**config.mk**
```make
export PLATFORM = sky130hd
export DESIGN_NAME = sorted_priority_queue_core
export DESIGN_NICKNAME = d
export VERILOG_FILES = /design/src/hdl/spq_pkg.sv /design/src/hdl/spq_ctrl.sv /design/src/hdl/spq_datapath.sv /design/src/hdl/sorted_priority_queue_core.sv
export SDC_FILE = /design/constraint.sdc
export NUM_CORES = 2
export LEC_CHECK = 0
export BUFFER_PORTS_ARGS = -buffer_cell sky130_fd_sc_hd__buf_4
export CORE_MARGIN = 2
export CORE_UTILIZATION = 50
export DETAILED_ROUTE_END_ITERATION = 12
export PLACE_DENSITY = 0.65
export SETUP_SLACK_MARGIN = 0.5
export SYNTH_ARGS = -nofsm -noshare
export SYNTH_HDL_FRONTEND = slang
export SYNTH_SLANG_ARGS = --single-unit
export TNS_END_PERCENT = 5
```
**constraint.sdc**
```tcl
create_clock -name clock -period 14.6 [get_ports clock]
set_input_delay 1.46 -clock clock [delete_from_list [all_inputs] [get_ports clock]]
set_output_delay 1.46 -clock clock [all_outputs]
set_load 0.02 [all_outputs]
```
**src/hdl/spq_pkg.sv**
```systemverilog
// Shared types and codes for the sorted priority queue.
package spq_pkg;

   localparam int DEFAULT_DEPTH = 16;

   localparam logic [1:0] REQ_ENQUEUE = 2'd0;
   localparam logic [1:0] REQ_DEQUEUE = 2'd1;
   localparam logic [1:0] REQ_DUMP    = 2'd2;

   localparam logic [1:0] STATUS_OK    = 2'd0;
   localparam logic [1:0] STATUS_FULL  = 2'd1;
   localparam logic [1:0] STATUS_EMPTY = 2'd2;

   typedef struct packed {
      logic       insert;
      logic       remove;
      logic       rotate;
      logic       start_dump;
      logic       rsp_load;
      logic       rsp_head;
      logic [1:0] rsp_status;
      logic       rsp_last;
   } cmd_type;

   typedef struct packed {
      logic empty;
      logic full;
      logic dump_last;
      logic rsp_valid;
   } stat_type;

endpackage

```
**src/hdl/spq_ctrl.sv**
```systemverilog
// Controller state machine for the sorted priority queue.
module spq_ctrl (
   input  logic              clock,
   input  logic              reset,
   input  logic              req_valid,
   input  logic [1:0]        req_type,
   output logic              req_stall,
   input  logic              rsp_stall,
   input  spq_pkg::stat_type stat,
   output spq_pkg::cmd_type  cmd
);

   localparam logic ST_IDLE = 1'b0;
   localparam logic ST_DUMP = 1'b1;

   logic state_ff;
   logic state_in;
   logic out_free;
   logic accept;

   assign out_free  = !stat.rsp_valid || !rsp_stall;
   assign req_stall = (state_ff != ST_IDLE) || !out_free;
   assign accept    = req_valid && !req_stall;

   always_comb begin
      cmd            = '0;
      cmd.rsp_status = spq_pkg::STATUS_OK;
      cmd.rsp_last   = 1'b1;
      state_in       = state_ff;
      case (state_ff)
         ST_IDLE: begin
            if (accept) begin
               case (req_type)
                  spq_pkg::REQ_ENQUEUE: begin
                     cmd.rsp_load = 1'b1;
                     if (stat.full) begin
                        cmd.rsp_status = spq_pkg::STATUS_FULL;
                     end else begin
                        cmd.insert = 1'b1;
                     end
                  end
                  spq_pkg::REQ_DEQUEUE: begin
                     cmd.rsp_load = 1'b1;
                     if (stat.empty) begin
                        cmd.rsp_status = spq_pkg::STATUS_EMPTY;
                     end else begin
                        cmd.remove   = 1'b1;
                        cmd.rsp_head = 1'b1;
                     end
                  end
                  spq_pkg::REQ_DUMP: begin
                     if (stat.empty) begin
                        cmd.rsp_load   = 1'b1;
                        cmd.rsp_status = spq_pkg::STATUS_EMPTY;
                     end else begin
                        cmd.start_dump = 1'b1;
                        state_in       = ST_DUMP;
                     end
                  end
                  default: begin
                     cmd.rsp_load = 1'b1;
                  end
               endcase
            end
         end
         ST_DUMP: begin
            if (out_free) begin
               cmd.rsp_load = 1'b1;
               cmd.rsp_head = 1'b1;
               cmd.rotate   = 1'b1;
               cmd.rsp_last = stat.dump_last;
               if (stat.dump_last) begin
                  state_in = ST_IDLE;
               end
            end
         end
         default: begin
            state_in = ST_IDLE;
         end
      endcase
   end

   always_ff @(posedge clock) begin
      if (reset) begin
         state_ff <= ST_IDLE;
      end else begin
         state_ff <= state_in;
      end
   end

endmodule

```
**src/hdl/spq_datapath.sv**
```systemverilog
// Sorted entry cells, entry count, dump counter and result register.
module spq_datapath #(
   parameter int DEPTH = spq_pkg::DEFAULT_DEPTH
) (
   input  logic                clock,
   input  logic                reset,
   input  spq_pkg::cmd_type    cmd,
   output spq_pkg::stat_type   stat,
   input  logic signed [31:0]  req_item_value,
   input  logic signed [31:0]  req_item_priority,
   input  logic                rsp_stall,
   output logic                rsp_valid,
   output logic [1:0]          rsp_status,
   output logic signed [31:0]  rsp_out_value,
   output logic signed [31:0]  rsp_out_priority,
   output logic                rsp_last
);

   localparam int CW = $clog2(DEPTH + 1);

   logic signed [31:0] value_ff    [DEPTH];
   logic signed [31:0] value_in    [DEPTH];
   logic signed [31:0] priority_ff [DEPTH];
   logic signed [31:0] priority_in [DEPTH];
   logic [DEPTH-1:0]   less;
   logic [CW-1:0]      count_ff;
   logic [CW-1:0]      count_in;
   logic [CW-1:0]      remain_ff;
   logic [CW-1:0]      remain_in;
   logic               rsp_valid_ff;
   logic               rsp_valid_in;
   logic [1:0]         rsp_status_ff;
   logic signed [31:0] rsp_value_ff;
   logic signed [31:0] rsp_priority_ff;
   logic               rsp_last_ff;

   always_comb begin
      for (int i = 0; i < DEPTH; i++) begin
         less[i] = (CW'(i) < count_ff) && (priority_ff[i] < req_item_priority);
      end
   end

   always_comb begin
      for (int i = 0; i < DEPTH; i++) begin
         value_in[i]    = value_ff[i];
         priority_in[i] = priority_ff[i];
         if (cmd.insert) begin
            if (!less[i]) begin
               if (i == 0 || less[(i == 0) ? 0 : i - 1]) begin
                  value_in[i]    = req_item_value;
                  priority_in[i] = req_item_priority;
               end else begin
                  value_in[i]    = value_ff[(i == 0) ? 0 : i - 1];
                  priority_in[i] = priority_ff[(i == 0) ? 0 : i - 1];
               end
            end
         end else if (cmd.remove) begin
            if (i < DEPTH - 1) begin
               value_in[i]    = value_ff[(i < DEPTH - 1) ? i + 1 : i];
               priority_in[i] = priority_ff[(i < DEPTH - 1) ? i + 1 : i];
            end
         end else if (cmd.rotate) begin
            if (CW'(i) + CW'(1) == count_ff) begin
               value_in[i]    = value_ff[0];
               priority_in[i] = priority_ff[0];
            end else if (CW'(i) < count_ff) begin
               value_in[i]    = value_ff[(i < DEPTH - 1) ? i + 1 : i];
               priority_in[i] = priority_ff[(i < DEPTH - 1) ? i + 1 : i];
            end
         end
      end
   end

   always_comb begin
      count_in = count_ff;
      if (cmd.insert) begin
         count_in = count_ff + CW'(1);
      end else if (cmd.remove) begin
         count_in = count_ff - CW'(1);
      end
      remain_in = remain_ff;
      if (cmd.start_dump) begin
         remain_in = count_ff;
      end else if (cmd.rotate) begin
         remain_in = remain_ff - CW'(1);
      end
      rsp_valid_in = cmd.rsp_load || (rsp_valid_ff && rsp_stall);
   end

   always_ff @(posedge clock) begin
      for (int i = 0; i < DEPTH; i++) begin
         value_ff[i]    <= value_in[i];
         priority_ff[i] <= priority_in[i];
      end
      if (cmd.rsp_load) begin
         rsp_status_ff   <= cmd.rsp_status;
         rsp_last_ff     <= cmd.rsp_last;
         rsp_value_ff    <= cmd.rsp_head ? value_ff[0] : 32'sd0;
         rsp_priority_ff <= cmd.rsp_head ? priority_ff[0] : 32'sd0;
      end
      remain_ff <= remain_in;
   end

   always_ff @(posedge clock) begin
      if (reset) begin
         count_ff     <= '0;
         rsp_valid_ff <= 1'b0;
      end else begin
         count_ff     <= count_in;
         rsp_valid_ff <= rsp_valid_in;
      end
   end

   assign stat.empty      = (count_ff == '0);
   assign stat.full       = (count_ff == CW'(DEPTH));
   assign stat.dump_last  = (remain_ff == CW'(1));
   assign stat.rsp_valid  = rsp_valid_ff;

   assign rsp_valid        = rsp_valid_ff;
   assign rsp_status       = rsp_status_ff;
   assign rsp_out_value    = rsp_value_ff;
   assign rsp_out_priority = rsp_priority_ff;
   assign rsp_last         = rsp_last_ff;

endmodule

```
**src/hdl/sorted_priority_queue_core.sv**
```systemverilog
// Top level of the sorted priority queue: controller and datapath.
//
//   Channel   Direction  Handshake             Payload
//   req       in         req_valid/req_stall   req_type, req_item_value, req_item_priority
//   rsp       out        rsp_valid/rsp_stall   rsp_status, rsp_out_value, rsp_out_priority,
//                                              rsp_last
//
// On an enqueue or dequeue every cell compares and shifts at once; an unused code only returns an OK result.
// A dump first loads the entry count, then moves one entry per cycle by rotating the cells while rsp is not stalled.
// A new request enters in the same cycle that the previous result transfers.
// Reset empties the queue; entry contents are not cleared.
// A stall on rsp holds the result register, and requests stall while it stays full.
module sorted_priority_queue_core #(
   parameter int DEPTH = spq_pkg::DEFAULT_DEPTH
) (
   input  logic               clock,
   input  logic               reset,
   input  logic               req_valid,
   output logic               req_stall,
   input  logic [1:0]         req_type,
   input  logic signed [31:0] req_item_value,
   input  logic signed [31:0] req_item_priority,
   output logic               rsp_valid,
   input  logic               rsp_stall,
   output logic [1:0]         rsp_status,
   output logic signed [31:0] rsp_out_value,
   output logic signed [31:0] rsp_out_priority,
   output logic               rsp_last
);

   spq_pkg::cmd_type  cmd;
   spq_pkg::stat_type stat;

   spq_ctrl u_ctrl (
      .clock     (clock),
      .reset     (reset),
      .req_valid (req_valid),
      .req_type  (req_type),
      .req_stall (req_stall),
      .rsp_stall (rsp_stall),
      .stat      (stat),
      .cmd       (cmd)
   );

   spq_datapath #(
      .DEPTH (DEPTH)
   ) u_datapath (
      .clock             (clock),
      .reset             (reset),
      .cmd               (cmd),
      .stat              (stat),
      .req_item_value    (req_item_value),
      .req_item_priority (req_item_priority),
      .rsp_stall         (rsp_stall),
      .rsp_valid         (rsp_valid),
      .rsp_status        (rsp_status),
      .rsp_out_value     (rsp_out_value),
      .rsp_out_priority  (rsp_out_priority),
      .rsp_last          (rsp_last)
   );

endmodule

```
== Word-level counts from Yosys, hierarchy flattened ==
Memories as Yosys holds them, arrays and structs flattened.
Cells that the tools add are included.
W data, S select, Z words.

* Add/sub/neg operators: 3
* Magnitude comparators: 32
* Eq/ne operators: 20
* Multiplexer cells: 246
* Bitwise gates (word level): 2
* Reductions and logical operators: 32

{| class="wikitable"
|+ Operators with widths
! cell !! number
|-
| $mux W32 || 220
|-
| $lt A32 B32 Y1 || 16
|-
| $eq A4 B5 Y1 const A || 8
|-
| $lt A4 B5 Y1 const A || 8
|-
| $mux W5 || 5
|-
| $eq A3 B5 Y1 const A || 4
|-
| $lt A3 B5 Y1 const A || 4
|-
| $logic_and A1 B1 Y1 || 18
|-
| $mux W1 || 14
|-
| $eq A2 B5 Y1 const A || 2
|-
| $lt A1 B5 Y1 const A || 2
|-
| $lt A2 B5 Y1 const A || 2
|-
| $sub A5 B1 Y5 const B || 2
|-
| $mux W2 || 4
|-
| $pmux W2 S2 || 2
|-
| $add A5 B1 Y5 const B || 1
|-
| $eq A1 B5 Y1 const A || 1
|-
| $eq A5 B1 Y1 const B || 1
|-
| $eq A5 B5 Y1 const A || 1
|-
| $eq A5 B5 Y1 const B || 1
|-
| $logic_not A5 Y1 || 1
|-
| $logic_not A1 Y1 || 4
|-
| $reduce_bool A2 Y1 || 2
|-
| $reduce_or A2 Y1 || 2
|-
| other kinds (7) || 10
|}

* Register bits: 79
* RAM bits: 1,024
* Input bits: 70
* Output and inout port bits: 69
* Word-level logic and storage cells: 345
* Memories kept: 2

{| class="wikitable"
|+ Memory list
! memory !! depth !! bits a word !! read ports !! clocked after memory_dff !! wr ports !! RTL line !! source
|-
| u_datapath.priority_ff || 16 || 32 || 16 || 0 || 16 || spq_datapath.sv:23 || <nowiki>logic signed [31:0] priority_ff [DEPTH];</nowiki>
|-
| u_datapath.value_ff || 16 || 32 || 16 || 0 || 16 || spq_datapath.sv:21 || <nowiki>logic signed [31:0] value_ff [DEPTH];</nowiki>
|}

== Depth between registers and ports, before layout ==
* Depth after elaboration: 10
* Depth in mapped cells: 14
* Mapped depth without buffers: 10

== Modules after synthesis ==
A second synthesis with hierarchy kept.

* Cell total of the unflattened synthesis: 7,575
* Area total of the unflattened synthesis: 77,114.0 µm²

{| class="wikitable"
|+ By module, submodules not included
! module !! instances !! cells each !! area an instance (µm²) !! sequential area each (µm²)
|-
| spq_datapath || 1 || 7,546 || 76,857.5 || 33,031.7
|-
| spq_ctrl || 1 || 29 || 256.5 || 20.0
|}

== Least setup slack after synthesis ==
No wires, ideal clock.

* Path type: input-to-reg
* Start point: input req_item_priority[9]
* End point: memory u_datapath.priority_ff[7][0] (enable)
* Library setup time: 0.575 ns
* Arrival: 8.255 ns
* Data required time: 14.025 ns
* Setup slack: 5.771 ns
* Stages: 11
* Path buffers: 3
* Cells stage by stage: clkbuf_1 > inv_1 > ha_1 > nand3_1 > or4_1 > o211ai_1 > a21oi_1 > mux2i_1 > clkbuf_1 > buf_1 > o21ai_0

{| class="wikitable"
|+ RTL lines
! item !! RTL line !! source
|-
| from (decl) || sorted_priority_queue_core.sv:22 || <nowiki>input logic signed [31:0] req_item_priority,</nowiki>
|-
| to (decl) || spq_datapath.sv:23 ||
|}

==> Flow_metrics.wiki <==
{| class="wikitable"
! Metric !! Value
|-
| Detailed Routing Iterations Pass 1 || 8
|-
| NumNets Final || just under 8000
|-
| Starting utilization of the core area || about 50%
|-
| Classification of the worst-slack hold path || flip-flop to flip-flop
|-
| Layout cells sized above 1 || approximately an eighth
|-
| Synth top area cells || sky130_fd_sc_hd__edfxtp_1 44%, sky130_fd_sc_hd__mux2i_1 8.6%, sky130_fd_sc_hd__ha_1 8.4%, sky130_fd_sc_hd__mux2_2 5.7%, sky130_fd_sc_hd__nand2_1 5.7%
|-
| Static Leak || between 30 and 40 nW
|-
| Area growth from synthesis to layout || 8.39%
|-
| First-pass GRT wire length || 411000 µm
|-
| Setup WS post-layout || 8.08 ns
|-
| Primary FF master, synth || sky130_fd_sc_hd__edfxtp_1
|-
| Total number of vias || ~63000
|-
| Synthesis warning total || 0
|-
| Tcrit/Tclk final || between 40% and 50%
|-
| Achievable clock frequency || between 150 and 200 MHz
|-
| Worst skew pair latency || 0.82 ns
|-
| Global-route track usage on met1 || between 40% and 50%
|-
| Filler-free cell count of the finished design || a little over 9000
|-
| Multi-input combinational cell area || approximately 40000 µm²
|-
| Most used routing layer in global routing || met2
|-
| Via density per instance || a little under 7
|-
| Nature of the critical path startpoint || primary input
|-
| Final setup violation count || 0
|-
| Cell type with the highest aggregate area in the netlist || sky130_fd_sc_hd__edfxtp_1
|-
| Syn Inst Count || about 7500
|-
| Horizontal die dimension || 392 µm
|-
| Proportion of netlist area held by the largest area contributor || a little over two fifths
|-
| Share of synthesized registers carrying an async set or reset || 0%
|-
| Setup clock skew after layout || roughly 0.034 ns
|-
| Category of the worst setup path capture point || flip-flop
|-
| Synth Cell Area || 75500 µm²
|-
| Root buf cell || sky130_fd_sc_hd__clkbuf_16
|-
| Final slew viol count || 0
|-
| Gr usage total || between 30% and 40%
|-
| Half-perimeter wire length of the detailed placement result || about 170000 µm
|-
| Post-detailed-route DRC marker count || 0
|-
| DR iter-0 viols || 8112
|-
| Number of global-route vias before repair || around 60000
|-
| Cell Count Post-Placement || just over 9000
|-
| Relative slew slack || under 10%
|-
| Largest net degree at the start of global routing || around 240
|-
| Routability cong. || slightly above 1
|-
| Total wirelength of the detailed-routed design || 284000 µm
|-
| Core ar. || between 100000 and 150000 µm²
|-
| Time the worst path needs with I/O delays and setup || 6.52 ns
|-
| Clock sink count || 1103
|-
| Peak ir drop on the vdd network || 0.000131 V
|-
| Grt met3 use || 8.18%
|-
| Count of maximum capacitance violations || 0
|-
| Total area of sequential cells || 33100 µm²
|-
| Result of the run || finished, final reports clean
|-
| Synthesized area per cell || between 10 and 15 µm²
|-
| Clock tree from TritonCTS || yes
|-
| Post-CTS resize count || 0
|-
| Fillcell total || ~13000
|-
| CTS max path bufs || 3
|-
| Worst setup timing slack at the placement stage || roughly 7.3 ns
|-
| Hold Worst Slack || around 0.53 ns
|-
| Worst-path fanout max || 40
|-
| Setup tns final || 0 ns
|-
| Number of synthesized flops with an enable pin || 1096
|-
| Unique cell type count in the Yosys netlist || between 70 and 80
|-
| Number of core rows || 142
|-
| Post-CTS Hold Buffers || 0
|-
| Transition at the pin with the smallest max-transition slack || between 1 and 1.5 ns
|-
| Wire per inst || 30.5 µm
|-
| Count of buffers added by post-CTS timing repair for setup || 0
|-
| Crit path arrival time || 6.95 ns
|-
| GR met2 Demand/Resource || 53.7%
|-
| Remaining Overflow, GRT || 0
|-
| Syn_nets || approximately 8100
|-
| Port buffer count || around 140
|-
| Die footprint || roughly 150000 µm²
|-
| Classification of the worst setup path || primary input to flip-flop
|-
| Antenna violation net count after detailed routing || 0
|-
| Height of the chip || slightly below 400 µm
|-
| H-tree Lvls || 4
|-
| Number of synthesized register bits || ~1100
|-
| Top-Level Pins || approximately 140
|-
| Number of antenna violations at the first check in global routing || 15
|-
| Total power || ~0.0085 W
|-
| Clock Pin Slew Worst Setup and Hold Paths || approximately 0.06 ns
|-
| Sequential fraction of the synthesis area || a little over two fifths
|-
| Total power divided by cell area || between 100 and 150 nW/µm²
|-
| Crit path required time || around 15 ns
|-
| Count of final hold-check violations || 0
|-
| Total clock buffers created by CTS || 135
|-
| Unrepaired setup endpoints after global routing || no
|}
==> per-stage QoR <==
| step | utilization [%] | instance area, µm² |
|---|---|---|
| CTS | 54.6 | 81800 |
| finish | 54.6 | 81800 |
| global placement | 51.7 | 77500 |
| detailed placement | 51.7 | 77500 |
| floorplan | - | 75500 |
| global route | 54.6 | 81800 |
==> critical path, cell delays in order <==
cell                        delay [ns]
sky130_fd_sc_hd__buf_4            0.22
sky130_fd_sc_hd__inv_1            0.46
sky130_fd_sc_hd__ha_1             0.52
sky130_fd_sc_hd__nand4_1          0.18
sky130_fd_sc_hd__or4_1            0.65
sky130_fd_sc_hd__a2111oi_0        0.90
sky130_fd_sc_hd__o31a_2           1.06
sky130_fd_sc_hd__o21a_4           0.62
sky130_fd_sc_hd__buf_4            0.77
==> synth_stat cells (13+ instances only) <==
library cell,number
sky130_fd_sc_hd__o21a_1,13
sky130_fd_sc_hd__nor2b_1,209
sky130_fd_sc_hd__and4_1,19
sky130_fd_sc_hd__ha_1,507
sky130_fd_sc_hd__inv_1,54
sky130_fd_sc_hd__a22oi_1,65
sky130_fd_sc_hd__nor4_1,17
sky130_fd_sc_hd__buf_1,56
sky130_fd_sc_hd__nand3_1,114
sky130_fd_sc_hd__o31ai_1,67
sky130_fd_sc_hd__a211oi_1,153
sky130_fd_sc_hd__a221oi_1,150
sky130_fd_sc_hd__o211ai_1,20
sky130_fd_sc_hd__nand4_1,70
sky130_fd_sc_hd__nor2_1,281
sky130_fd_sc_hd__a21oi_1,501
sky130_fd_sc_hd__buf_4,21
sky130_fd_sc_hd__nand2_1,1149
sky130_fd_sc_hd__clkbuf_1,515
sky130_fd_sc_hd__a21o_1,60
sky130_fd_sc_hd__buf_2,121
sky130_fd_sc_hd__a221o_1,188
sky130_fd_sc_hd__nand2b_1,16
sky130_fd_sc_hd__mux2_2,385
sky130_fd_sc_hd__edfxtp_1,1096
sky130_fd_sc_hd__mux2i_1,650
sky130_fd_sc_hd__o21ai_1,150
sky130_fd_sc_hd__nor3_1,155
sky130_fd_sc_hd__o21ai_0,559
==> kinds of logic after synthesis <==
kind of cell / Yosys count / share of synthesized area (%)
AOI/OAI and AO/OA: 1987 / 16.7
DFF: 1103 / 43.8
and+or+nand+nor: 2083 / 12.3
buffers and inverters: 782 / 4.34
muxes: 1035 / 14.4
xor gates and xnor gates: 7 / 0.0812
adders and majority gates: 507 / 8.41
==> worst paths after layout <==
kind | cells after the start | endpoint | slack, ns | from
max reg2reg | 12 | u_datapath.value_ff[0][63] | 8.58 | u_datapath.count_ff[0]
min | 2 | u_ctrl.state_ff | 0.53 | u_ctrl.state_ff
max | 9 | u_datapath.value_ff[0][59] | 8.08 | req_item_priority[30]
min reg2reg | 2 | u_ctrl.state_ff | 0.53 | u_ctrl.state_ff
==> flip-flops by register name (all words and copies together) (netlist names) <==
signal,count
u_datapath.remain_ff,5
u_datapath.count_ff,5
u_datapath.rsp_out_value,32
u_ctrl.state_ff,1
u_datapath.rsp_out_priority,32
u_datapath.rsp_last,1
u_datapath.priority_ff,512
u_datapath.rsp_status,2
u_datapath.rsp_valid,1
u_datapath.value_ff,512
==> metal layers <==
metal,vias to the layer above,wire [µm]
li1,27600,-
met1,30900,115000
met2,3943,122000
met3,801,31400
met4,22,15400
met5,-,141
==> layout by cell type (no fill, tap or decap), types with 209 or more instances in the layout <==
| cell type | synthesis | routed |
|---|---|---|
| sky130_fd_sc_hd__a21oi_1 | 501 | 496 |
| sky130_fd_sc_hd__edfxtp_1 | 1096 | 1096 |
| sky130_fd_sc_hd__o21ai_0 | 559 | 555 |
| sky130_fd_sc_hd__mux2_2 | 385 | 384 |
| sky130_fd_sc_hd__nand2_1 | 1149 | 1146 |
| sky130_fd_sc_hd__buf_4 | 21 | 258 |
| sky130_fd_sc_hd__nor2_1 | 281 | 275 |
| sky130_fd_sc_hd__mux2i_1 | 650 | 644 |
| sky130_fd_sc_hd__nor2b_1 | 209 | 209 |
| sky130_fd_sc_hd__ha_1 | 507 | 507 |
==> final cells by class <==
cell class / count / share of cell area (%)
Multi-Input combinational cell: 5619 / 48.5
Sequential cell: 1103 / 40.4
Timing Repair Buffer: 263 / 2.49
Clock inverter: 69 / 0.837
Tap cell: 2016 / 3.08
Antenna cell: 4 / 0.0122
Clock buffer: 169 / 4.45
Inverter: 54 / 0.248
==> where the power goes <==
part,internal [W],total (W),switching [W]
sequential,0.00371,0.00386,0.000153
combinational,0.000431,0.00126,0.000829
clock,0.00194,0.00342,0.00148
total,0.00608,0.00854,0.00246
Power figures use the tool's default switching activity.
